### src/design/assert_macros.svh
// assert_macros.svh: concurrent assertion helpers for the cache tag block
// no dependencies; the assertion bodies drop out when SYNTHESIS is defined
`ifndef ASSERT_MACROS_SVH
`define ASSERT_MACROS_SVH
`ifndef SYNTHESIS
// property checked on each rising edge, off while reset is high
`define ASSERT_CLK(lbl, clk, rst, prop, msg) \
  lbl: assert property (@(posedge clk) disable iff (rst) prop) else $error(msg);
// property checked on each rising edge, reset included
`define ASSERT_CLK_ALWAYS(lbl, clk, prop, msg) \
  lbl: assert property (@(posedge clk) prop) else $error(msg);
`else
`define ASSERT_CLK(lbl, clk, rst, prop, msg)
`define ASSERT_CLK_ALWAYS(lbl, clk, prop, msg)
`endif
`endif

### src/design/sactr_ram.sv
// sactr_ram: generic simple dual port ram, one write and one registered read port
// no dependencies
module sactr_ram #(
  parameter int unsigned WIDTH = 8,
  parameter int unsigned DEPTH = 16,
  localparam int unsigned AW = $clog2(DEPTH)
) (
  input  logic             clk,
  input  logic             we,
  input  logic [AW-1:0]    waddr,
  input  logic [WIDTH-1:0] wdata,
  input  logic [AW-1:0]    raddr,
  output logic [WIDTH-1:0] rdata
);

  logic [WIDTH-1:0] mem [DEPTH];

  always_ff @(posedge clk) begin
    if (we) begin
      mem[waddr] <= wdata;
    end
    rdata <= mem[raddr];
  end

endmodule

### config.mk
export PLATFORM = sky130hd
export DESIGN_NAME = sactr_ram
export DESIGN_NICKNAME = d
export VERILOG_FILES = /design/src/design/assert_macros.svh /design/src/design/sactr_ram.sv
export SDC_FILE = /design/constraint.sdc
export NUM_CORES = 1
export LEC_CHECK = 0
export ABC_AREA = 1
export BUFFER_PORTS_ARGS = -buffer_cell sky130_fd_sc_hd__buf_2
export CAP_MARGIN = 15
export CELL_PAD_IN_SITES_DETAIL_PLACEMENT = 1
export CELL_PAD_IN_SITES_GLOBAL_PLACEMENT = 2
export CORE_ASPECT_RATIO = 1.1
export CORE_MARGIN = 8
export CORE_UTILIZATION = 38
export CTS_BUF_LIST = sky130_fd_sc_hd__clkbuf_8
export DETAILED_ROUTE_END_ITERATION = 16
export PLACE_DENSITY = 0.74
export SLEW_MARGIN = 20
export SYNTH_ARGS = -nofsm -noshare
export SYNTH_HDL_FRONTEND = slang
export SYNTH_SLANG_ARGS = --single-unit
### constraint.sdc
create_clock -name clk -period 1.1 [get_ports clk]
set_input_delay 0.11 -clock clk [delete_from_list [all_inputs] [get_ports clk]]
set_output_delay 0.11 -clock clk [all_outputs]
set_load 0.005 [all_outputs]
Yosys cells after proc, flatten, opt, wreduce, memory -nomap -nowiden. Memory sizes are Yosys's and may differ from the RTL's. A register that Yosys moved wholly into a read port is not among the register bits. Cells that the tools add are included.

Register bits after elaboration: 0. Bits in latches: 0. RAM bits: 128. ROM bits: 0. Bits of input ports: 18. Output and inout bits: 8. Logic and storage cells: 3. Memories kept: 1.

Memory list: mem (words 16, bits a word 8, read ports 1, clocked after Yosys merged registers in 1, write ports 1, line sactr_ram.sv:16) `logic [WIDTH-1:0] mem [DEPTH];`.

Add/subtract/negate cells: 0. Multipliers: 0. Divide/modulo/power cells: 0. Order comparisons: 0. Equal/unequal tests: 0. Shift operators: 0. Muxes and demuxes: 2. Bitwise operators: 0. Reductions and logical operators: 0.

Operators with widths (count): $mux 1 (2).

Depth between registers and ports, before layout.
Depth after elaboration: 2. Gate-level depth with buffers: 8. Depth with buffers taken out: 7.

Worst setup path after synthesis. OpenSTA, ideal clock, no wires.

Path type: input-to-reg. From: input port waddr[3]. To: memory mem[4][0], enable pin. Setup time: 0.370 ns. Arrival time: 0.691 ns. Data required time: 0.730 ns. Path slack: 0.039 ns. Stages on the path: 2. Buffers on the path: 0. Cells stage by stage: nand3b_1 > nor2_1.

RTL lines: from (decl) (line sactr_ram.sv:10) `input logic [AW-1:0] waddr,`; to (decl) (line sactr_ram.sv:16).

Straight into the memory's write port.

==> impl_metrics.csv <==
group,metric,value,unit
worst_setup_path,critPathMaxFanout,1,
clocking,cts-root-buf,"clkbuf_8",
placement,gp_congestion,0.7894,
global_route,grt_pass1_wl,23640,microns
power_and_ir_drop,leakage,0.002915,uW
logic_synthesis,ys_top_cells_by_area,"edfxtp_1 67%, nand2_1 11%, nand3_1 8.4%",
logic_synthesis,synthCells,551,
logic_synthesis,synth_top_area_share,66.65,%
drt,first_pass_iters,4,
placement,dp.final_hpwl,9889,microns
power_and_ir_drop,ir_worst_vdd,0.8028,mV
timing,worstMarginPinSlew,0.3937,ns
global_route,antenna_found_initial,0,
min_path,worstHoldStart,"wdata[5]",
timing,finalHoldViolations,0,
timing,hold_ws,0.08113,ns
timing,drv_slew,0,
drt,route.detailed.drc,0,
floorplan,core-area,14940,sq um
logic_synthesis,synth.largest_area_cell,"edfxtp_1",
timing,post-route-min-period,1.019,ns
finish,syn_to_final_growth,15.62,%
floorplan,fp-row-count,47,
finish,diodes,0,
timing,finClkSkew,0.009824,ns
worst_setup_path,cp_data_arrival_time,1.34,ns
logic_synthesis,yosysSeqAreaShare,69.43,%
worst_setup_path,critPathMaxStageDelay,0.38,ns
logic_synthesis,synth.distinct_cells,12,
timing,setup_viol,0,
logic_synthesis,ys_ff_latch,136,
timing,clock.fmax,980.9,MHz
worst_setup_path,reg2reg_slack,0.08,ns
floorplan,dieHeight,145.2,microns
drt,drt-initial-drc-count,213,
global_route,overflow,0,
global_route,grt_max_degree,40,
min_path,min_path_cells,1,
clocking,post_cts_buffers,0,
floorplan,pin_count,26,
logic_synthesis,yosysWarnings,0,
clocking,cts_buffers,17,
power_and_ir_drop,power.density,1544,nW/um^2
worst_setup_path,crit_type,"reg2reg",
clocking,clock_latency,0.44,ns
run_status,status,"finished, final reports clean",
job,cap_violations,0,
logic_synthesis,netlist_area,5767,sq um
placement,port_buffers,25,
worst_setup_path,rr_worst_depth,6,
timing,relSlewSlack,73.72,%
drt,ant_nets,0,
min_path,hold_class,"in2reg",
finish,multiInputGateArea,1239,sq um
worst_setup_path,reg2reg_from,"mem[7][5]",
floorplan,dieWidth,133.5,microns
clocking,clk_path_buf_depth,2,
drt,avgRoutedWirePerCell,18.64,microns
drt,viasPerCell,4.790,
clocking,clock_sinks,136,
timing,tns,0,ns
worst_setup_path,cp_slowest_cell,"edfxtp_1",
min_path,hold_path_end,"mem[1][5]",
worst_setup_path,crit_top_cell,"nand3_1",
finish,fin_nets,622,
clocking,clk_pin_slew_worst_paths,0.07,ns
finish,drive_gt1_share,15.07,%
timing,rsz0062_at_grt,"false",
worst_setup_path,crit_chain,"inv_1 > nand2_1 > nand3_1 > nand3_1 > nand3_1 > nand2_1",
clocking,h-tree-depth,4,
logic_synthesis,synth_nets,569,
worst_setup_path,critPathLaunchType,"register",
floorplan,start_util,38.61,%
global_route,grt_usage,16.38,%
drt,wl,15150,microns
worst_setup_path,cp.required,1.42,ns
worst_setup_path,cp-end-kind,"register",
finish,regArea,4004,sq um
floorplan,die_area,19380,sq um
worst_setup_path,r2r-end,"rdata[5]",
global_route,grt_pass1_vias,4230,
drt,vias,3894,
finish,fill_cells,1701,
timing,fin_crit_sh,92.68,%
clocking,cts_tree,"done",
logic_synthesis,avgSynthCellArea,10.47,sq um
metal layers:
metal  track usage (%)  wire [microns]  vias to the layer above
met5                 0               0                        -
met3             4.144             439                       19
met2             28.25            7852                       56
met4             4.890             224                        0
li1                  -               -                     1875
met1             19.62            6638                     1944
registers in the layout, summed over array words and instances (netlist names):
signal / count
rdata: 8
mem: 128
logic make-up (layout without fill, tap and decap cells):
| logic type | count (synthesis) | count (layout) | synth area share [%] |
|---|---|---|---|
| buffers and inverters | 126 | 192 | 9.525 |
| DFF | 136 | 136 | 69.43 |
| and+or+nand+nor | 289 | 289 | 21.05 |
cell usage after synthesis, drive strengths merged:
cell type and n:
buf 24, nand3 97, nand2 173, edfxtp 128, inv 102, nor2 17
nand3b 2, dfxtp 8
timing repair:
item                                    CTS  global route
endpoints found under the setup margin    0             3
resized for setup                         0             5
hold buffers                              0             0
power breakdown:
group	total [uW]	internal, uW	switching, uW
registers	5820	5790	32.1
clock network	3680	1840	1840
logic	793	257	535
total	10300	7880	2410
worst max path at each step:
stage,depth (start not counted),start,slack (ns),endpoint
CTS,6,mem[4][2],0.03,rdata[2]
global placement,8,raddr[0],-0.13,rdata[2]
detailed placement,8,raddr[0],-0.15,rdata[2]
global route,6,mem[3][7],0.02,rdata[7]
floorplan,2,waddr[3],0.04,mem[4][0]
finish,6,mem[7][5],0.08,rdata[5]
cell type report:
cell class / instances / area share [%]
repair buffers: 58 / 6.718
clock buffers: 19 / 3.922
clock inverters: 13 / 1.314
inverters: 102 / 5.742
well taps: 196 / 3.678
multi-input cells: 289 / 18.58
flip-flops and latches: 136 / 60.05
cell usage in the layout (no fill, tap or decap):
master      count
nand2_1       173
edfxtp_1      128
inv_1         102
nand3_1        92
buf_4          27
buf_2          25
clkbuf_8       19
nor2_1         17
dfxtp_1         8
clkinv_2        7
buf_12          6
nand3_2         5
inv_2           2
nand3b_1        2
clkinv_1        2
clkinvlp_4      1
bufinv_16       1
critical path: cells and delay by family, from the launching register on:
family | cells | cell delay (ns)
buffers and inverters | 1 | 0.07
flip-flops | 1 | 0.38
AND/OR/NAND/NOR | 5 | 0.45
per-stage QoR:
step	utilization [%]	cells	setup WS [ns]	power (uW)	instance area, sq um
after floorplan	-	551	0.03916	6341	5767
after global placement	42.13	781	-0.1296	6714	6294
after detailed placement	42.13	781	-0.1503	6736	6294
after CTS	44.47	813	0.03232	10410	6643
after global routing	44.64	813	0.01571	10700	6668
final	44.64	813	0.08057	10290	6668
No activity file was read; power rests on OpenSTA's default activity.
