[src/design/assert_macros.svh]
// assert_macros.svh: concurrent assertion helpers for the cache tag block
// no dependencies; the assertion bodies drop out when SYNTHESIS is defined
`ifndef ASSERT_MACROS_SVH
`define ASSERT_MACROS_SVH
`ifndef SYNTHESIS
// property checked on each rising edge, off while reset is high
`define ASSERT_CLK(lbl, clk, rst, prop, msg) \
  lbl: assert property (@(posedge clk) disable iff (rst) prop) else $error(msg);
// property checked on each rising edge, reset included
`define ASSERT_CLK_ALWAYS(lbl, clk, prop, msg) \
  lbl: assert property (@(posedge clk) prop) else $error(msg);
`else
`define ASSERT_CLK(lbl, clk, rst, prop, msg)
`define ASSERT_CLK_ALWAYS(lbl, clk, prop, msg)
`endif
`endif

[src/design/sactr_pkg.sv]
// sactr_pkg: constants, codes and types of the set associative cache tag block
// used by sactr_cfg, sactr_ctrl and the top level
package sactr_pkg;

  localparam int unsigned MAX_LINES_DEF  = 1024;
  localparam int unsigned ADDR_WIDTH_DEF = 32;

  localparam int unsigned AGE_W    = 10;
  localparam logic [AGE_W-1:0] AGE_MAX = 10'd1023;
  localparam int unsigned LFSR_W   = 16;
  localparam logic [LFSR_W-1:0] LFSR_MASK = 16'hB400;
  localparam int unsigned VICTIM_W = 32;
  localparam int unsigned GEO_W    = 5;

  localparam int unsigned CFG_IDX_W  = 3;
  localparam int unsigned CFG_DATA_W = 16;

  // register indexes
  localparam logic [CFG_IDX_W-1:0] REG_OFFSET_BITS  = 3'd0;
  localparam logic [CFG_IDX_W-1:0] REG_LINES_LOG2   = 3'd1;
  localparam logic [CFG_IDX_W-1:0] REG_ORGANIZATION = 3'd2;
  localparam logic [CFG_IDX_W-1:0] REG_POLICY       = 3'd3;
  localparam logic [CFG_IDX_W-1:0] REG_RANDOM_SEED  = 3'd4;

  // organization codes
  localparam logic [1:0] ORG_DIRECT   = 2'd0;
  localparam logic [1:0] ORG_FOUR_WAY = 2'd1;

  // replacement policy codes
  localparam logic [1:0] POL_FIFO = 2'd0;
  localparam logic [1:0] POL_LRU  = 2'd1;

  typedef struct packed {
    logic [GEO_W-1:0] offset_bits;
    logic [GEO_W-1:0] set_bits;
    logic [GEO_W-1:0] way_bits;
    logic [1:0]       policy;
  } geom_t;

  typedef struct packed {
    logic             valid;
    logic [AGE_W-1:0] age;
  } meta_t;

  // galois step, shifting right
  function automatic logic [LFSR_W-1:0] lfsr_advance(input logic [LFSR_W-1:0] v);
    logic [LFSR_W-1:0] r;
    r = v >> 1;
    if (v[0]) begin
      r = r ^ LFSR_MASK;
    end
    return r;
  endfunction

endpackage

[src/design/sactr_cfg.sv]
// sactr_cfg: configuration registers, cache geometry decode and the replacement lfsr
// depends on sactr_pkg
module sactr_cfg
  import sactr_pkg::*;
#(
  parameter int unsigned MAX_LINES = MAX_LINES_DEF
) (
  input  logic                  clk,
  input  logic                  rst,
  input  logic                  cfg_valid,
  output logic                  cfg_ready,
  input  logic [CFG_IDX_W-1:0]  cfg_index,
  input  logic [CFG_DATA_W-1:0] cfg_data,
  input  logic                  lfsr_step,
  output logic [LFSR_W-1:0]     lfsr_next,
  output geom_t                 geom
);

  localparam int unsigned LB = $clog2(MAX_LINES);
  localparam logic [GEO_W-1:0] LB_V = GEO_W'(LB);

  logic [4:0]        offset_bits;
  logic [3:0]        lines_log2;
  logic [1:0]        organization;
  logic [1:0]        policy;
  logic [LFSR_W-1:0] lfsr;

  logic [GEO_W-1:0] lines_eff;

  assign cfg_ready = 1'b1;
  assign lfsr_next = lfsr_advance(lfsr);

  always_ff @(posedge clk) begin
    if (rst) begin
      offset_bits  <= 5'd0;
      lines_log2   <= 4'd10;
      organization <= ORG_DIRECT;
      policy       <= POL_FIFO;
      lfsr         <= LFSR_W'(1);
    end else if (cfg_valid) begin
      case (cfg_index)
        REG_OFFSET_BITS:  offset_bits  <= cfg_data[4:0];
        REG_LINES_LOG2:   lines_log2   <= cfg_data[3:0];
        REG_ORGANIZATION: organization <= cfg_data[1:0];
        REG_POLICY:       policy       <= cfg_data[1:0];
        REG_RANDOM_SEED:  lfsr <= (cfg_data == '0) ? LFSR_W'(1) : cfg_data[LFSR_W-1:0];
        default: ;
      endcase
    end else if (lfsr_step) begin
      lfsr <= lfsr_next;
    end
  end

  always_comb begin
    // line count is capped at the physical depth
    lines_eff = (GEO_W'(lines_log2) > LB_V) ? LB_V : GEO_W'(lines_log2);
    geom.offset_bits = GEO_W'(offset_bits);
    geom.policy      = policy;
    case (organization)
      ORG_DIRECT: begin
        geom.set_bits = lines_eff;
        geom.way_bits = '0;
      end
      ORG_FOUR_WAY: begin
        geom.way_bits = (lines_eff > GEO_W'(2)) ? GEO_W'(2) : lines_eff;
        geom.set_bits = lines_eff - geom.way_bits;
      end
      default: begin
        geom.set_bits = '0;
        geom.way_bits = lines_eff;
      end
    endcase
  end

endmodule

[config.mk]
export PLATFORM = sky130hd
export DESIGN_NAME = sactr_cfg
export DESIGN_NICKNAME = d
export VERILOG_FILES = /design/src/design/assert_macros.svh /design/src/design/sactr_pkg.sv /design/src/design/sactr_cfg.sv
export SDC_FILE = /design/constraint.sdc
export NUM_CORES = 1
export LEC_CHECK = 0
export BUFFER_PORTS_ARGS = -buffer_cell sky130_fd_sc_hd__buf_2
export CAP_MARGIN = 10
export CORE_MARGIN = 1
export CORE_UTILIZATION = 50
export CTS_CLUSTER_SIZE = 16
export DETAILED_ROUTE_END_ITERATION = 16
export GPL_ROUTABILITY_DRIVEN = 0
export PLACE_DENSITY = 0.79
export SYNTH_ARGS = -nofsm -noshare
export SYNTH_HDL_FRONTEND = slang
export SYNTH_SLANG_ARGS = --single-unit
[constraint.sdc]
create_clock -name clk -period 1.95 [get_ports clk]
set_clock_uncertainty 0.2 [all_clocks]
set_input_delay 0.195 -clock clk [delete_from_list [all_inputs] [get_ports clk]]
set_output_delay 0.195 -clock clk [all_outputs]
set_load 0.02 [all_outputs]
Yosys cells after proc, flatten, opt, wreduce, memory -nomap -nowiden
Cells that the tools add are included.
{"block": "totals", "regBits": 29, "in_bits": 23, "output_inout_bits": 34, "word_cells": 32}
{"block": "op_classes", "addsub": 1, "n_lt_le_gt_ge": 2, "n_eq_ne": 6, "mux": 8, "bitwise": 1, "reduce_logical": 9}
{"op": "$mux 16", "n": 5}
{"op": "$pmux 10 s2", "n": 1}
{"op": "$logic_not 16->1", "n": 1}
{"op": "$reduce_and 2->1", "n": 5}
{"op": "$mux 4", "n": 2}
{"op": "$eq 3x2->1 const B", "n": 2}
{"op": "$sub 4x4->5", "n": 1}
{"op": "$gt 4x2->1 const B", "n": 1}
{"op": "$gt 4x4->1 const B", "n": 1}
{"op": "$not 3->4", "n": 1}
{"op": "$eq 3x1->1 const B", "n": 1}
{"op": "$eq 3x3->1 const B", "n": 1}
{"op": "$logic_not 3->1", "n": 1}
{"op": "$eq 2x1->1 const B", "n": 1}
{"op": "$logic_not 2->1", "n": 1}
{"op": "$ne 2x1->1 const B", "n": 1}
{"op": "$reduce_bool 2->1", "n": 1}

Logic depth before layout (Yosys ltp)
{"block": "logic_depth", "ltp_word": 6, "ltp_mapped": 7, "mapped_depth_nobuf": 6}

Worst setup path before layout
Ideal clock, no wire load.
{"block": "synth_path", "path_type": "reg2out", "startpoint": "reg lines_log2[3]", "endpoint": "out geom[8] (netlist name)", "arrival_time_ns": 1.498, "required_time_ns": 1.555, "path_slack_ns": 0.057, "path_stages_with_launch": 7, "n_path_buf": 1, "path_cell_list": "dfxtp_1 > clkbuf_1 > nor2b_1 > o21bai_1 > ha_1 > nor2b_1 > nor3_1"}
{"item": "from (decl)", "line": "sactr_cfg.sv:23", "rtl": "logic [3:0] lines_log2;"}
{"item": "from (signal assigned)", "line": "sactr_cfg.sv:43", "rtl": "REG_LINES_LOG2: lines_log2 <= cfg_data[3:0];"}
{"item": "to (decl)", "line": "sactr_cfg.sv:16", "rtl": "output geom_t geom"}

==> metrics.csv <==
stage,metric,value,unit
setup_path,crit path capture type,output port,
timing,PnR worst setup slack,-0.0567,ns
finish,filler instances,293,
timing,Tcrit/Tclk final,103,%
global_route,number of global-route vias before repair,1310,
setup_path,WP data required,1.55,ns
logic_synthesis,Yosys reg bits,29,
setup_path,Worst R2R Setup Slack,0.67,ns
setup_path,r2r startpoint,lfsr[1],
finish,share of cells above drive strength 1,44.1,%
hold_path,worst min path class,in -> reg,
placed_design,area post-placement,0.00197,mm^2
detailed_routing,post-route antenna net violation count,0,
power,pwr/cell area,630,mW/mm^2
global_route,pin count of the biggest net entering global routing,28,
finish,n_diodes,0,
cts,CTS tree,built,
floorplan,Core Region,0.00339,mm^2
power,maximum vdd ir drop,0.000325,V
floorplan,I/O pin cnt,57,
floorplan,Die Span Y,61.8,um
finish,cell area after layout,0.00211,mm^2
detailed_routing,DRT iter0 DRCs,87,
logic_synthesis,Yosys cell types,43,
detailed_routing,mean number of vias per cell,5.34,
setup_path,crit path launch,lines_log2[2],
cts,htree depth,2,
placed_design,pre-CTS setup slack,0.0865,ns
setup_path,CP Cell Sequence,buf_6 -> nor2b_4 -> o21bai_1 -> ha_1 -> nor2b_1 -> xnor2_1 -> nor2_1 -> buf_4,
setup_path,"slowest stage delay, CP",0.34,ns
logic_synthesis,number of synthesized flops with an enable pin,0,
placed_design,Placed Cells,261,
finish,Reg area,583,um^2
setup_path,CP arrival,1.61,ns
logic_synthesis,sequential share of the synthesized area,32.4,%
logic_synthesis,Yosys top cell area share,32.4,%
timing,Final Hold Viols,0,
placed_design,Port Buf Inserts,53,
detailed_routing,DRC viols,0,
floorplan,row cnt,21,
global_route,first-pass GRT wire length,6040,um
setup_path,startpoint types,flip-flop,
timing,Worst-Margin Slew,0.850,ns
cts,worst skew pair latency,0.32,ns
setup_path,R2R cell count,3,
cts,Root Driver,clkbuf_4,
setup_path,critical-path maximum fanout,3,
timing,Tmin final,2.01,ns
detailed_routing,vias after detailed routing,1469,
timing,Max Freq,498,MHz
cts,Clock Path Buffers,2,
finish,Final Util,62.3,%
placed_design,dpl hpwl,2770,um
detailed_routing,WL/cell,14.5,um
floorplan,die extent in x,61.8,um
setup_path,critical path's slowest cell,dfxtp_2,
global_route,initial antenna violation count,0,
logic_synthesis,Synth warnings,0,
run_status,status,"complete, but fails checks",
logic_synthesis,ys async rst share,0,%
power,P_leak,0.000907,uW
logic_synthesis,ranking of synthesized cells by area,"dfxtp_1 (32%), mux2i_1 (14%), buf_4 (8.0%)",
finish,nets@finish,252,
timing,final hold slack,0.0248,ns
floorplan,die area,0.00382,mm^2
timing,RSZ-0062 raised after global routing,yes,
setup_path,worst r2r dst,lfsr[0],
setup_path,critical path endpoint,geom[9],
global_route,GRT overflow,0,
logic_synthesis,Syn Area/Cell,9.89,um^2
logic_synthesis,main flop type after synthesis,dfxtp_1,
finish,Finished Layout Cells,275,
finish,Multi-input gate area,0.00101,mm^2
cts,CTS Buf Count,5,
global_route,Total GRT Usage,21.9,%
detailed_routing,1st-pass router iterations,4,
cts,Worst-path clk slew,0.09,ns
logic_synthesis,Syn Inst Count,181,
floorplan,Starting Density,52.8,%
logic_synthesis,Mapped Area,0.00179,mm^2
timing,Rel. slew slack,43.2,%
logic_synthesis,Synth area leader,dfxtp_1,
setup_path,class of the most critical setup path,reg -> out,
detailed_routing,final WL,3980,um
finish,Area Overhead vs Synth,18.0,%
timing,Final setup viols,3,
run_status,violated checks,negative setup slack,
timing,Pins Over Slew Limit,0,
cts,clock sinks,29,
flow_run,max-cap viol count,0,
[registers in the layout, indices dropped and copies added, names as in the netlist]
| register | count |
|---|---|
| lfsr | 16 |
| lines_log2 | 4 |
| offset_bits | 5 |
| policy | 2 |
| organization | 2 |
[through the flow]
step / setup TNS [ns] / total power, uW
CTS: -0.0834 / 1330
floorplan: 0 / 910
global placement: 0 / 968
global route: -0.441 / 1400
detailed placement: 0 / 974
finish: -0.0784 / 1330
[power by group]
part	total [uW]	leakage (uW)	internal (uW)	switching (uW)
clock network	356	0.0000310	136	220
registers	653	0.000237	624	28.9
logic	320	0.000639	135	186
total	1330	0.000907	895	435
[area by class of cell]
| class | instances | share of cell area (%) |
|---|---|---|
| multi-input combinational | 122 | 47.8 |
| tap | 46 | 2.73 |
| clock buffer | 5 | 1.78 |
| sequential | 29 | 27.6 |
| clock inverter | 3 | 0.829 |
| inverter | 2 | 0.355 |
| timing repair buffer | 68 | 18.9 |
[worst min-delay path by stage]
stage	start	to	cells after the start
after floorplan	cfg_data[1]	lines_log2[1]	2
final	cfg_data[9]	lfsr[0]	4
after global routing	cfg_data[14]	lfsr[14]	3
after CTS	cfg_data[9]	lfsr[0]	4
after global placement	policy[1]	policy[1]	2
after detailed placement	lfsr[13]	lfsr[13]	2
[synth_stat cells (2+ instances only)]
cell type and instances:
a211oi_1 4, a211oi_2 9, a21oi_2 3, and2_1 2, and4bb_2 2, buf_2 4
buf_4 19, clkbuf_1 3, clkbuf_2 2, conb_1 2, dfxtp_1 29, inv_1 2
mux2i_1 25, nand2_1 5, nand2b_1 4, nand3_1 3, nor2_1 13, nor2b_1 5
nor3_1 6, nor3_2 7, nor3b_1 2, nor4_1 4, o21bai_1 2, o221ai_2 3
xor2_1 3
[placed cells by master (no fill, tap or decap), types with 2 or more instances in the layout]
cell type      instances
a211oi_1               4
a211oi_2               9
a21oi_2                3
and2_1                 2
and4bb_2               2
buf_2                 51
buf_4                 11
clkbuf_4               5
clkinv_2               2
conb_1                 4
dfxtp_1               27
dfxtp_2                2
dlygate4sd3_1          5
inv_1                  2
mux2i_1               25
nand2_1                5
nand2b_1               4
nand3_1                3
nor2_1                13
nor2b_1                3
nor2b_4                2
nor3_1                 6
nor3_2                 7
nor3b_1                2
nor4_1                 4
o21bai_1               2
o221ai_2               3
xor2_1                 3
[critical path: cells and delay by family, from the launching register on]
kind | cells | cell delay (ns)
adders and majority gates | 1 | 0.20
DFF | 1 | 0.34
and+or+nand+nor | 3 | 0.29
xor gates and xnor gates | 1 | 0.13
buffers and inverters | 2 | 0.27
AOI/OAI and AO/OA | 1 | 0.07
[cells by family (layout without fill, tap and decap cells)]
family,after synthesis,count (layout),synth area share [%]
adder cells (fa/ha/maj),2,2,1.26
flip-flops,29,29,32.4
other,2,4,0.419
buffers and inverters,32,78,12.4
XOR/XNOR,4,4,1.96
multiplexers,25,25,14.0
AO/OA/AOI/OAI,27,27,15.5
AND/OR/NAND/NOR,60,60,22.0
[per-layer routing]
metal  GRT usage (%)  wire [um]  up-vias
met2            35.3       1830       35
met1            28.9       1970      709
met5               0          0        -
met4            6.67         23        0
li1                -          -      723
met3            5.59        149        2
[timing repair]
item,in CTS,in global routing
endpoints found under the setup margin,2,6
hold endpoints to repair,8,0
gates resized for setup,8,2
hold buffers,5,0
pin swaps,1,0
setup buffers,1,0
No activity file was read; power rests on OpenSTA's default activity.
