$ cat src/design/assert_macros.svh
// assert_macros.svh: concurrent assertion helpers for the cache tag block
// no dependencies; the assertion bodies drop out when SYNTHESIS is defined
`ifndef ASSERT_MACROS_SVH
`define ASSERT_MACROS_SVH
`ifndef SYNTHESIS
// property checked on each rising edge, off while reset is high
`define ASSERT_CLK(lbl, clk, rst, prop, msg) \
  lbl: assert property (@(posedge clk) disable iff (rst) prop) else $error(msg);
// property checked on each rising edge, reset included
`define ASSERT_CLK_ALWAYS(lbl, clk, prop, msg) \
  lbl: assert property (@(posedge clk) prop) else $error(msg);
`else
`define ASSERT_CLK(lbl, clk, rst, prop, msg)
`define ASSERT_CLK_ALWAYS(lbl, clk, prop, msg)
`endif
`endif

$ cat src/design/sactr_pkg.sv
// sactr_pkg: constants, codes and types of the set associative cache tag block
// used by sactr_cfg, sactr_ctrl and the top level
package sactr_pkg;

  localparam int unsigned MAX_LINES_DEF  = 1024;
  localparam int unsigned ADDR_WIDTH_DEF = 32;

  localparam int unsigned AGE_W    = 10;
  localparam logic [AGE_W-1:0] AGE_MAX = 10'd1023;
  localparam int unsigned LFSR_W   = 16;
  localparam logic [LFSR_W-1:0] LFSR_MASK = 16'hB400;
  localparam int unsigned VICTIM_W = 32;
  localparam int unsigned GEO_W    = 5;

  localparam int unsigned CFG_IDX_W  = 3;
  localparam int unsigned CFG_DATA_W = 16;

  // register indexes
  localparam logic [CFG_IDX_W-1:0] REG_OFFSET_BITS  = 3'd0;
  localparam logic [CFG_IDX_W-1:0] REG_LINES_LOG2   = 3'd1;
  localparam logic [CFG_IDX_W-1:0] REG_ORGANIZATION = 3'd2;
  localparam logic [CFG_IDX_W-1:0] REG_POLICY       = 3'd3;
  localparam logic [CFG_IDX_W-1:0] REG_RANDOM_SEED  = 3'd4;

  // organization codes
  localparam logic [1:0] ORG_DIRECT   = 2'd0;
  localparam logic [1:0] ORG_FOUR_WAY = 2'd1;

  // replacement policy codes
  localparam logic [1:0] POL_FIFO = 2'd0;
  localparam logic [1:0] POL_LRU  = 2'd1;

  typedef struct packed {
    logic [GEO_W-1:0] offset_bits;
    logic [GEO_W-1:0] set_bits;
    logic [GEO_W-1:0] way_bits;
    logic [1:0]       policy;
  } geom_t;

  typedef struct packed {
    logic             valid;
    logic [AGE_W-1:0] age;
  } meta_t;

  // galois step, shifting right
  function automatic logic [LFSR_W-1:0] lfsr_advance(input logic [LFSR_W-1:0] v);
    logic [LFSR_W-1:0] r;
    r = v >> 1;
    if (v[0]) begin
      r = r ^ LFSR_MASK;
    end
    return r;
  endfunction

endpackage

$ cat src/design/sactr_ctrl.sv
// sactr_ctrl: sequencer that walks the ways of one set through the shared tag compare
// depends on sactr_pkg and assert_macros.svh; drives the line, tag and fifo rams
`include "assert_macros.svh"
module sactr_ctrl
  import sactr_pkg::*;
#(
  parameter int unsigned MAX_LINES  = MAX_LINES_DEF,
  parameter int unsigned ADDR_WIDTH = ADDR_WIDTH_DEF,
  localparam int unsigned LB = $clog2(MAX_LINES)
) (
  input  logic                  clk,
  input  logic                  rst,
  input  logic                  s_tvalid,
  output logic                  s_tready,
  input  logic [ADDR_WIDTH-1:0] address,
  output logic                  m_tvalid,
  input  logic                  m_tready,
  output logic                  res_hit,
  output logic                  res_evicted,
  output logic [VICTIM_W-1:0]   res_victim,
  input  geom_t                 geom,
  input  logic [LFSR_W-1:0]     lfsr_next,
  output logic                  lfsr_step,
  output logic [LB-1:0]         line_raddr,
  output logic [LB-1:0]         line_waddr,
  output logic                  meta_we,
  output meta_t                 meta_wdata,
  input  meta_t                 meta_rdata,
  output logic                  tag_we,
  output logic [ADDR_WIDTH-1:0] tag_wdata,
  input  logic [ADDR_WIDTH-1:0] tag_rdata,
  output logic                  fifo_we,
  output logic [LB-1:0]         fifo_waddr,
  output logic [LB-1:0]         fifo_wdata,
  output logic [LB-1:0]         fifo_raddr,
  input  logic [LB-1:0]         fifo_rdata
);

  localparam int unsigned CW = LB + 1;
  localparam int unsigned EXT_W = (ADDR_WIDTH > LB) ? ADDR_WIDTH : LB;

  typedef enum logic [6:0] {
    S_CLEAR  = 7'b0000001,
    S_IDLE   = 7'b0000010,
    S_SEARCH = 7'b0000100,
    S_DECIDE = 7'b0001000,
    S_PEEK   = 7'b0010000,
    S_TOUCH  = 7'b0100000,
    S_DONE   = 7'b1000000
  } state_t;

  state_t state;

  logic [LB-1:0]         clr_cnt;
  logic [CW-1:0]         icnt;
  logic                  pvalid;
  logic [LB-1:0]         pw;
  logic [ADDR_WIDTH-1:0] tag_q;
  logic [LB-1:0]         idx_q;
  logic [LB-1:0]         base_q;
  logic [LB-1:0]         wmask_q;
  logic [GEO_W-1:0]      way_bits_q;
  logic [1:0]            policy_q;
  logic                  hit_q;
  logic [LB-1:0]         hit_way;
  logic [AGE_W-1:0]      hit_age;
  logic                  inv_q;
  logic [LB-1:0]         inv_way;
  logic [AGE_W-1:0]      best_age;
  logic [LB-1:0]         lru_way;
  logic [LB-1:0]         tw;
  logic [AGE_W-1:0]      old_age;
  logic                  repl_q;
  logic [VICTIM_W-1:0]   victim_q;

  // address split
  logic [GEO_W:0]        shift_c;
  logic [ADDR_WIDTH-1:0] tag_c;
  logic [EXT_W-1:0]      addr_sh;
  logic [CW-1:0]         set_full;
  logic [CW-1:0]         way_full;
  logic [LB-1:0]         idx_c;
  logic [LB-1:0]         base_c;

  logic [CW-1:0]         ways_cnt;
  logic                  issue;
  logic                  match;
  logic [LB-1:0]         fifo_m;
  logic [31:0]           lfsr_ext;
  logic [LB-1:0]         tw_c;

  assign s_tready  = (state == S_IDLE);
  assign tag_wdata = tag_q;
  assign fifo_raddr = idx_q;

  always_comb begin
    shift_c  = {1'b0, geom.offset_bits} + {1'b0, geom.set_bits};
    tag_c    = address >> shift_c;
    addr_sh  = EXT_W'(address) >> geom.offset_bits;
    set_full = (CW'(1) << geom.set_bits) - CW'(1);
    way_full = (CW'(1) << geom.way_bits) - CW'(1);
    idx_c    = addr_sh[LB-1:0] & set_full[LB-1:0];
    base_c   = idx_c << geom.way_bits;
  end

  assign ways_cnt = CW'(1) << way_bits_q;
  assign issue    = (icnt < ways_cnt);
  assign match    = meta_rdata.valid && (tag_rdata == tag_q);
  assign fifo_m   = fifo_rdata & wmask_q;
  assign lfsr_ext = 32'(lfsr_next);

  always_comb begin
    line_raddr = base_q + icnt[LB-1:0];
    line_waddr = base_q + pw;
    meta_we    = 1'b0;
    meta_wdata = '0;
    tag_we     = 1'b0;
    fifo_we    = 1'b0;
    fifo_waddr = idx_q;
    fifo_wdata = '0;
    lfsr_step  = 1'b0;
    tw_c       = '0;
    case (state)
      S_CLEAR: begin
        line_waddr = clr_cnt;
        meta_we    = 1'b1;
        fifo_we    = 1'b1;
        fifo_waddr = clr_cnt;
      end
      S_DECIDE: begin
        if (hit_q) begin
          tw_c = hit_way;
        end else if (inv_q) begin
          tw_c       = inv_way;
          fifo_we    = 1'b1;
          fifo_wdata = (fifo_rdata + LB'(1)) & wmask_q;
        end else if (way_bits_q == '0) begin
          tw_c = '0;
        end else begin
          case (policy_q)
            POL_FIFO: begin
              tw_c       = fifo_m;
              fifo_we    = 1'b1;
              fifo_wdata = (fifo_m + LB'(1)) & wmask_q;
            end
            POL_LRU: tw_c = lru_way;
            default: begin
              lfsr_step = 1'b1;
              tw_c      = lfsr_ext[LB-1:0] & wmask_q;
            end
          endcase
        end
        // fetch the victim's tag and age
        line_raddr = base_q + tw_c;
      end
      S_TOUCH: begin
        if (pvalid) begin
          if (pw == tw) begin
            meta_we          = 1'b1;
            meta_wdata.valid = 1'b1;
            meta_wdata.age   = '0;
            tag_we           = !hit_q;
          end else if (meta_rdata.valid && (meta_rdata.age < old_age) &&
                       (meta_rdata.age < AGE_MAX)) begin
            meta_we          = 1'b1;
            meta_wdata.valid = 1'b1;
            meta_wdata.age   = meta_rdata.age + AGE_W'(1);
          end
        end
      end
      default: ;
    endcase
  end

  always_ff @(posedge clk) begin
    if (rst) begin
      state    <= S_CLEAR;
      clr_cnt  <= '0;
      icnt     <= '0;
      pvalid   <= 1'b0;
      m_tvalid <= 1'b0;
    end else begin
      // a new result loaded in S_DONE takes the place of the one leaving
      if (m_tvalid && m_tready && (state != S_DONE)) begin
        m_tvalid <= 1'b0;
      end
      case (state)
        S_CLEAR: begin
          clr_cnt <= clr_cnt + LB'(1);
          if (&clr_cnt) begin
            state <= S_IDLE;
          end
        end
        S_IDLE: begin
          if (s_tvalid) begin
            tag_q      <= tag_c;
            idx_q      <= idx_c;
            base_q     <= base_c;
            wmask_q    <= way_full[LB-1:0];
            way_bits_q <= geom.way_bits;
            policy_q   <= geom.policy;
            hit_q      <= 1'b0;
            inv_q      <= 1'b0;
            best_age   <= '0;
            lru_way    <= '0;
            icnt       <= '0;
            pvalid     <= 1'b0;
            state      <= S_SEARCH;
          end
        end
        S_SEARCH: begin
          if (issue) begin
            icnt <= icnt + CW'(1);
            pw   <= icnt[LB-1:0];
          end
          pvalid <= issue;
          if (pvalid) begin
            if (match) begin
              hit_q   <= 1'b1;
              hit_way <= pw;
              hit_age <= meta_rdata.age;
              state   <= S_DECIDE;
            end else begin
              if (!meta_rdata.valid && !inv_q) begin
                inv_q   <= 1'b1;
                inv_way <= pw;
              end
              if (meta_rdata.age > best_age) begin
                best_age <= meta_rdata.age;
                lru_way  <= pw;
              end
              if (pw == wmask_q) begin
                state <= S_DECIDE;
              end
            end
          end
        end
        S_DECIDE: begin
          tw      <= tw_c;
          old_age <= hit_q ? hit_age : AGE_MAX;
          repl_q  <= !hit_q && !inv_q;
          icnt    <= '0;
          pvalid  <= 1'b0;
          state   <= (hit_q || inv_q) ? S_TOUCH : S_PEEK;
        end
        S_PEEK: begin
          old_age  <= meta_rdata.age;
          victim_q <= VICTIM_W'(tag_rdata);
          state    <= S_TOUCH;
        end
        S_TOUCH: begin
          if (issue) begin
            icnt <= icnt + CW'(1);
            pw   <= icnt[LB-1:0];
          end
          pvalid <= issue;
          if (pvalid && (pw == wmask_q)) begin
            state <= S_DONE;
          end
        end
        S_DONE: begin
          if (!m_tvalid || m_tready) begin
            m_tvalid    <= 1'b1;
            res_hit     <= hit_q;
            res_evicted <= repl_q;
            res_victim  <= repl_q ? victim_q : '0;
            state       <= S_IDLE;
          end
        end
        default: state <= S_IDLE;
      endcase
    end
  end

  `ASSERT_CLK_ALWAYS(a_reset_clears, clk, rst |=> (state == S_CLEAR), "reset did not start the clearing sweep")
  `ASSERT_CLK(a_search_read_only, clk, rst, (state == S_SEARCH) |-> !meta_we && !tag_we && !fifo_we, "ram written during tag search")
  `ASSERT_CLK(a_fifo_once, clk, rst, fifo_we && (state == S_DECIDE) |=> !fifo_we, "fifo pointer written twice")
  `ASSERT_CLK(a_touch_in_set, clk, rst, meta_we && (state == S_TOUCH) |-> ((line_waddr & ~wmask_q) == base_q), "age update outside the set")
  `ASSERT_CLK(a_victim_zero, clk, rst, m_tvalid && !res_evicted |-> (res_victim == '0) && (state != S_CLEAR), "victim tag without eviction")

endmodule

$ cat config.mk
export PLATFORM = sky130hd
export DESIGN_NAME = sactr_ctrl
export DESIGN_NICKNAME = d
export VERILOG_FILES = /design/src/design/sactr_pkg.sv /design/src/design/sactr_ctrl.sv
export VERILOG_INCLUDE_DIRS = /design/src /design/src/design
export SDC_FILE = /design/constraint.sdc
export NUM_CORES = 1
export LEC_CHECK = 0
export ABC_AREA = 0
export CAP_MARGIN = 5
export CORE_UTILIZATION = 30
export CTS_BUF_LIST = sky130_fd_sc_hd__clkbuf_4
export DETAILED_ROUTE_END_ITERATION = 12
export DONT_BUFFER_PORTS = 1
export MAX_ROUTING_LAYER = met4
export PLACE_DENSITY = 0.43
export SLEW_MARGIN = 15
export SYNTH_ARGS = -nofsm -noshare
export SYNTH_HDL_FRONTEND = slang
export SYNTH_SLANG_ARGS = --single-unit
$ cat constraint.sdc
create_clock -name clk -period 7.53 [get_ports clk]
set_clock_uncertainty 0.1 [all_clocks]
set_input_delay 0.753 -clock clk [delete_from_list [all_inputs] [get_ports clk]]
set_output_delay 0.753 -clock clk [all_outputs]
set_load 0.01 [all_outputs]
# Word-level counts from Yosys, hierarchy flattened
# Index checks and enable logic that the tools add are counted.
# Widths: inputs -> output; s select.
# classes
n_addsub	11
magnitude_cmp	4
eq_ne	23
n_shift	6
mux	69
n_bitwise	7
n_reduce_logical	36
# ops
operator	count
$mux 10	20
$pmux 10 s2	4
$mux 11	6
$and 10x10->10	5
$mux 7	7
$pmux 7 s7	1
$add 10x1->10 const B	4
$pmux 11 s3	1
$eq 32x32->1	1
$shr 32x5->10	1
$shr 32x6->32	1
$add 10x10->10	3
$mux 1	24
$eq 10x10->1	2
$shl 1x5->10 const A	2
$sub 10x2->10 const B	2
$ne 2x2->1 const B	9
$reduce_and 6->1	3
$reduce_and 3->1	4
$add 11x1->11 const B	1
$lt 11x11->1	1
$shl 1x5->11 const A	1
$gt 10x10->1	1
$lt 10x10->1	1
30 further kinds	51
# totals
regBits	248
input_bits	122
wordCells	182

# Logic depth before layout (Yosys ltp)
# depth
depth_word	8
mapped_depth	18
mapped_depth_nobuf	18

# Least setup slack after synthesis
# Ideal clock, no wire load.
# synth_timing
kind	input -> register
startpoint	input port tag_rdata[20]
endpoint	register base_q[0] (enable)
arrival_ns	6.617
required_time_ns	6.847
path_slack_ns	0.230
stages	8
n_path_buf	0
cell_sequence	xor2_1 -> nor4_1 -> nand4_1 -> nor3_1 -> nor2_1 -> o21ai_0 -> nand2_1 -> nor3_1
# synth_lines
item	line	source
start, declared	sactr_ctrl.sv:31	input logic [ADDR_WIDTH-1:0] tag_rdata,
end signal, assigned	sactr_ctrl.sv:198	base_q <= base_c;
end, declared	sactr_ctrl.sv:60	logic [LB-1:0] base_q;

# Worst setup path in the final report
# layout_timing
startpoint	register state[6]
endpoint	output port line_raddr[8]
# layout_via
elab_chain_len	2
# layout_lines
item	line	source
start, declared	sactr_ctrl.sv:52	state_t state;
start signal, assigned	sactr_ctrl.sv:244	state <= (hit_q || inv_q) ? S_TOUCH : S_PEEK;
$eq 7x4->1	sactr_ctrl.sv:123	case (state)
$mux 10	sactr_ctrl.sv:123	
end, declared	sactr_ctrl.sv:24	output logic [LB-1:0] line_raddr,
# No other way between the ends.

==> results.sh <==
export IMPL_outcome="finished, final reports clean"
export IMPL_initial_core_util_pct=30.66
export IMPL_cts_resized=0
export IMPL_reg2regPathDepth=9
export IMPL_rsz0062_at_grt="false"
export IMPL_synth_avg_cell_area_sq_um=10.20
export IMPL_antenna_left=0
export IMPL_required_ns=6.68
export IMPL_cp_end_kind="output pin"
export IMPL_fin_nets=1809
export IMPL_drive_gt1_share_pct=12.80
export IMPL_synth_cell_types=75
export IMPL_hold_viol_final=0
export IMPL_hold_class="in2reg"
export IMPL_htree_levels=3
export IMPL_synth_cells=1558
export IMPL_cp_max_fo=12
export IMPL_cp_arrival_ns=4.45
export IMPL_tns_ns=0
export IMPL_fin_area_sq_um=18130
export IMPL_fin_crit_sh_pct=70.41
export IMPL_maxCapViolCount=0
export IMPL_yosysSeqAreaShare_pct=44.98
export IMPL_clkLatencyLatePin_ns=0.77
export IMPL_groute_usage_overall_pct=19.85
export IMPL_wl_mm=51.91
export IMPL_post_route_min_period_ns=5.302
export IMPL_cts_setup_buffers=0
export IMPL_grt_max_degree=71
export IMPL_dr_pass1_iters=5
export IMPL_detail_route_wl_per_cell_microns=21.90
export IMPL_cts_buffers=76
export IMPL_placed_cell_area_sq_um=16560
export IMPL_clock_path_buffers=3
export IMPL_grt_pass1_vias=12250
export IMPL_area_growth_pct=14.11
export IMPL_synth_warnings=0
export IMPL_path_clk_slew_ns=0.06
export IMPL_tightest_slew_ns=1.129
export IMPL_ys_seq_elements=248
export IMPL_p_leak_nw=6.821
export IMPL_hpwl_mm=37.77
export IMPL_min_delay_path_depth=1
export IMPL_grt_pass1_wl_mm=78.43
export IMPL_place_gp_congestion=0.8940
export IMPL_finalSetupViolCount=0
export IMPL_dieArea_sq_um=53880
export IMPL_row_count=83
export IMPL_drc=0
export IMPL_antenna_found_initial=3
export IMPL_drt_initial_drc_count=808
export IMPL_via_count=12490
export IMPL_fmax_mhz=188.6
export IMPL_die_w_microns=232.1
export IMPL_syn_nets=1742
export IMPL_synth_area_sq_um=15890
export IMPL_path_class="reg2out"
export IMPL_io_buffers=0
export IMPL_core_area_sq_um=51820
export IMPL_dp_cells=2175
export IMPL_slew_headroom_pct=24.76
export IMPL_synth_top_cell_area_share_pct=41.20
export IMPL_stdcell_count=2370
export IMPL_synth_edf_count=218
export IMPL_io_pins=255
export IMPL_synth_main_ff_cell="edfxtp_1"
export IMPL_synth_area_leader_cell="edfxtp_1"
export IMPL_clock_sinks=248
export IMPL_drv_slew=0
export IMPL_cts_tree="done"
export IMPL_grt_overflow=0
export IMPL_async_reset_ff_share_pct=0
export IMPL_power_density_nw_per_um2=197.8
export IMPL_peakVddDrop_mv=0.09406
export IMPL_die_y_microns=232.1
export IMPL_ys_top_cells_by_area="edfxtp_1 41%, mux4_2 5.1%, ha_1 4.6%"
export IMPL_cts_root_buf="clkbuf_4"
export IMPL_via_per_inst=5.271
export IMPL_start_kind="flop"
-- cell type report --
type | instances | area, sq um
Antenna cell | 2 | 5.005
Clock buffer | 119 | 893.4
Clock inverter | 22 | 137.6
Fill cell | 5268 | 33690
Inverter | 65 | 244.0
Multi-Input combinational cell | 1163 | 8179
Sequential cell | 248 | 7147
Tap cell | 680 | 850.8
Timing Repair Buffer | 71 | 673.1
-- per-stage QoR --
step / hold WS [ns] / utilization, % / setup WS (ns) / power, mW
finish: 0.1018 / 34.99 / 2.228 / 3.586
global route: 0.03287 / 34.99 / 1.772 / 3.773
CTS: 0.008511 / 34.98 / 2.058 / 3.644
detailed placement: 0.3936 / 31.96 / 2.988 / 2.173
global placement: 0.3970 / 31.96 / 3.001 / 2.174
floorplan: 0.3244 / - / 0.2304 / 2.020
-- registers in the layout, indices dropped and copies added, names as in the netlist, 11 cells and up --
name,flops
tag_wdata,32
victim_q,32
res_victim,32
icnt,11
-- timing repair --
action,CTS,global route
hold endpoints to repair,80,0
hold buffers,52,0
endpoints found under the setup margin,0,0
-- synth_stat cells, types with 10 or more instances --
cell type and count:
mux2_2 16, nor3_1 24, o211ai_1 12, a31oi_1 12, xnor2_1 38, xor2_1 70, a21o_1 18, and2_1 61
nand3_1 47, mux2i_1 55, edfxtp_1 218, mux4_2 36, clkbuf_1 62, nor2b_1 22, nand2_1 171, and3_1 20
a22oi_1 10, a21oi_1 104, dfxtp_1 30, nand3b_1 12, o21ai_0 67, a211oi_1 21, nand4_1 16, inv_1 62
nor4_1 19, nor2_1 146, ha_1 59
-- power breakdown --
group	switching [mW]	internal [mW]
Combinational	0.400	0.251
Sequential	0.0159	1.51
Clock	0.626	0.786
-- final timing paths --
check                          start                           to  slack, ns
min                          geom[5]         wmask_q[9]$_DFFE_PP_       0.10
max            state[6]$_SDFFE_PP0P_                line_raddr[8]       2.23
min reg2reg    victim_q[0]$_DFFE_PP_  res_victim[0]$_SDFFCE_PN0P_       0.41
max reg2reg  way_bits_q[0]$_DFFE_PP_              pw[5]$_DFFE_PP_       3.52
-- worst max-delay path: stages, from the launching register on --
cell,delay [ns]
dfxtp_1,0.34
nor4_1,0.53
nand4bb_1,0.71
nand2_1,0.27
nand2_1,0.09
ha_1,0.21
fa_1,0.40
a21oi_1,0.16
nor2_1,0.05
nor2_1,0.16
o21bai_1,0.08
a21oi_1,0.22
o21bai_1,0.09
a21oi_1,0.18
xnor2_1,0.20
-- cells in the final DEF, fill, tap and decap left out, types with 7 or more instances in the layout --
master	Yosys	layout
xor2_1	70	69
buf_4	5	19
and2_1	61	61
a221oi_1	9	9
o211ai_1	12	12
nand3b_1	12	12
nor2_1	146	145
nor3_1	24	23
nand2_1	171	171
clkinv_1	2	18
a22oi_1	10	10
edfxtp_1	218	218
nand3_1	47	47
mux2i_1	55	55
nor4_1	19	18
mux2_2	16	16
a211o_1	8	8
dlygate4sd3_1	0	51
and3_1	20	20
inv_1	62	62
nand2b_1	7	7
dfxtp_1	30	30
a21oi_1	104	104
ha_1	59	59
mux4_2	36	36
xnor2_1	38	37
o21a_1	9	9
o21ai_0	67	67
nor2b_1	22	22
a211oi_1	21	21
nand4_1	16	16
clkbuf_4	0	119
a21o_1	18	18
a31oi_1	12	12
-- kinds of logic after synthesis --
kind of cell / Yosys count / synth area share [%]
flops: 248 / 44.98
fa+ha+maj: 62 / 5.024
xor+xnor: 108 / 5.954
mux: 114 / 10.79
simple gates: 567 / 17.07
compound gates: 312 / 12.36
buf+inv: 147 / 3.819
-- per-layer routing --
metal / GRT usage [%] / up-vias / share of wire, %
met5: - / - / 0
met4: 5.921 / 0 / 1.7
met3: 3.942 / 72 / 6.5
met2: 29.33 / 442 / 44
met1: 27.28 / 6059 / 47
li1: - / 5920 / -
No activity file was read; power rests on OpenSTA's default activity.
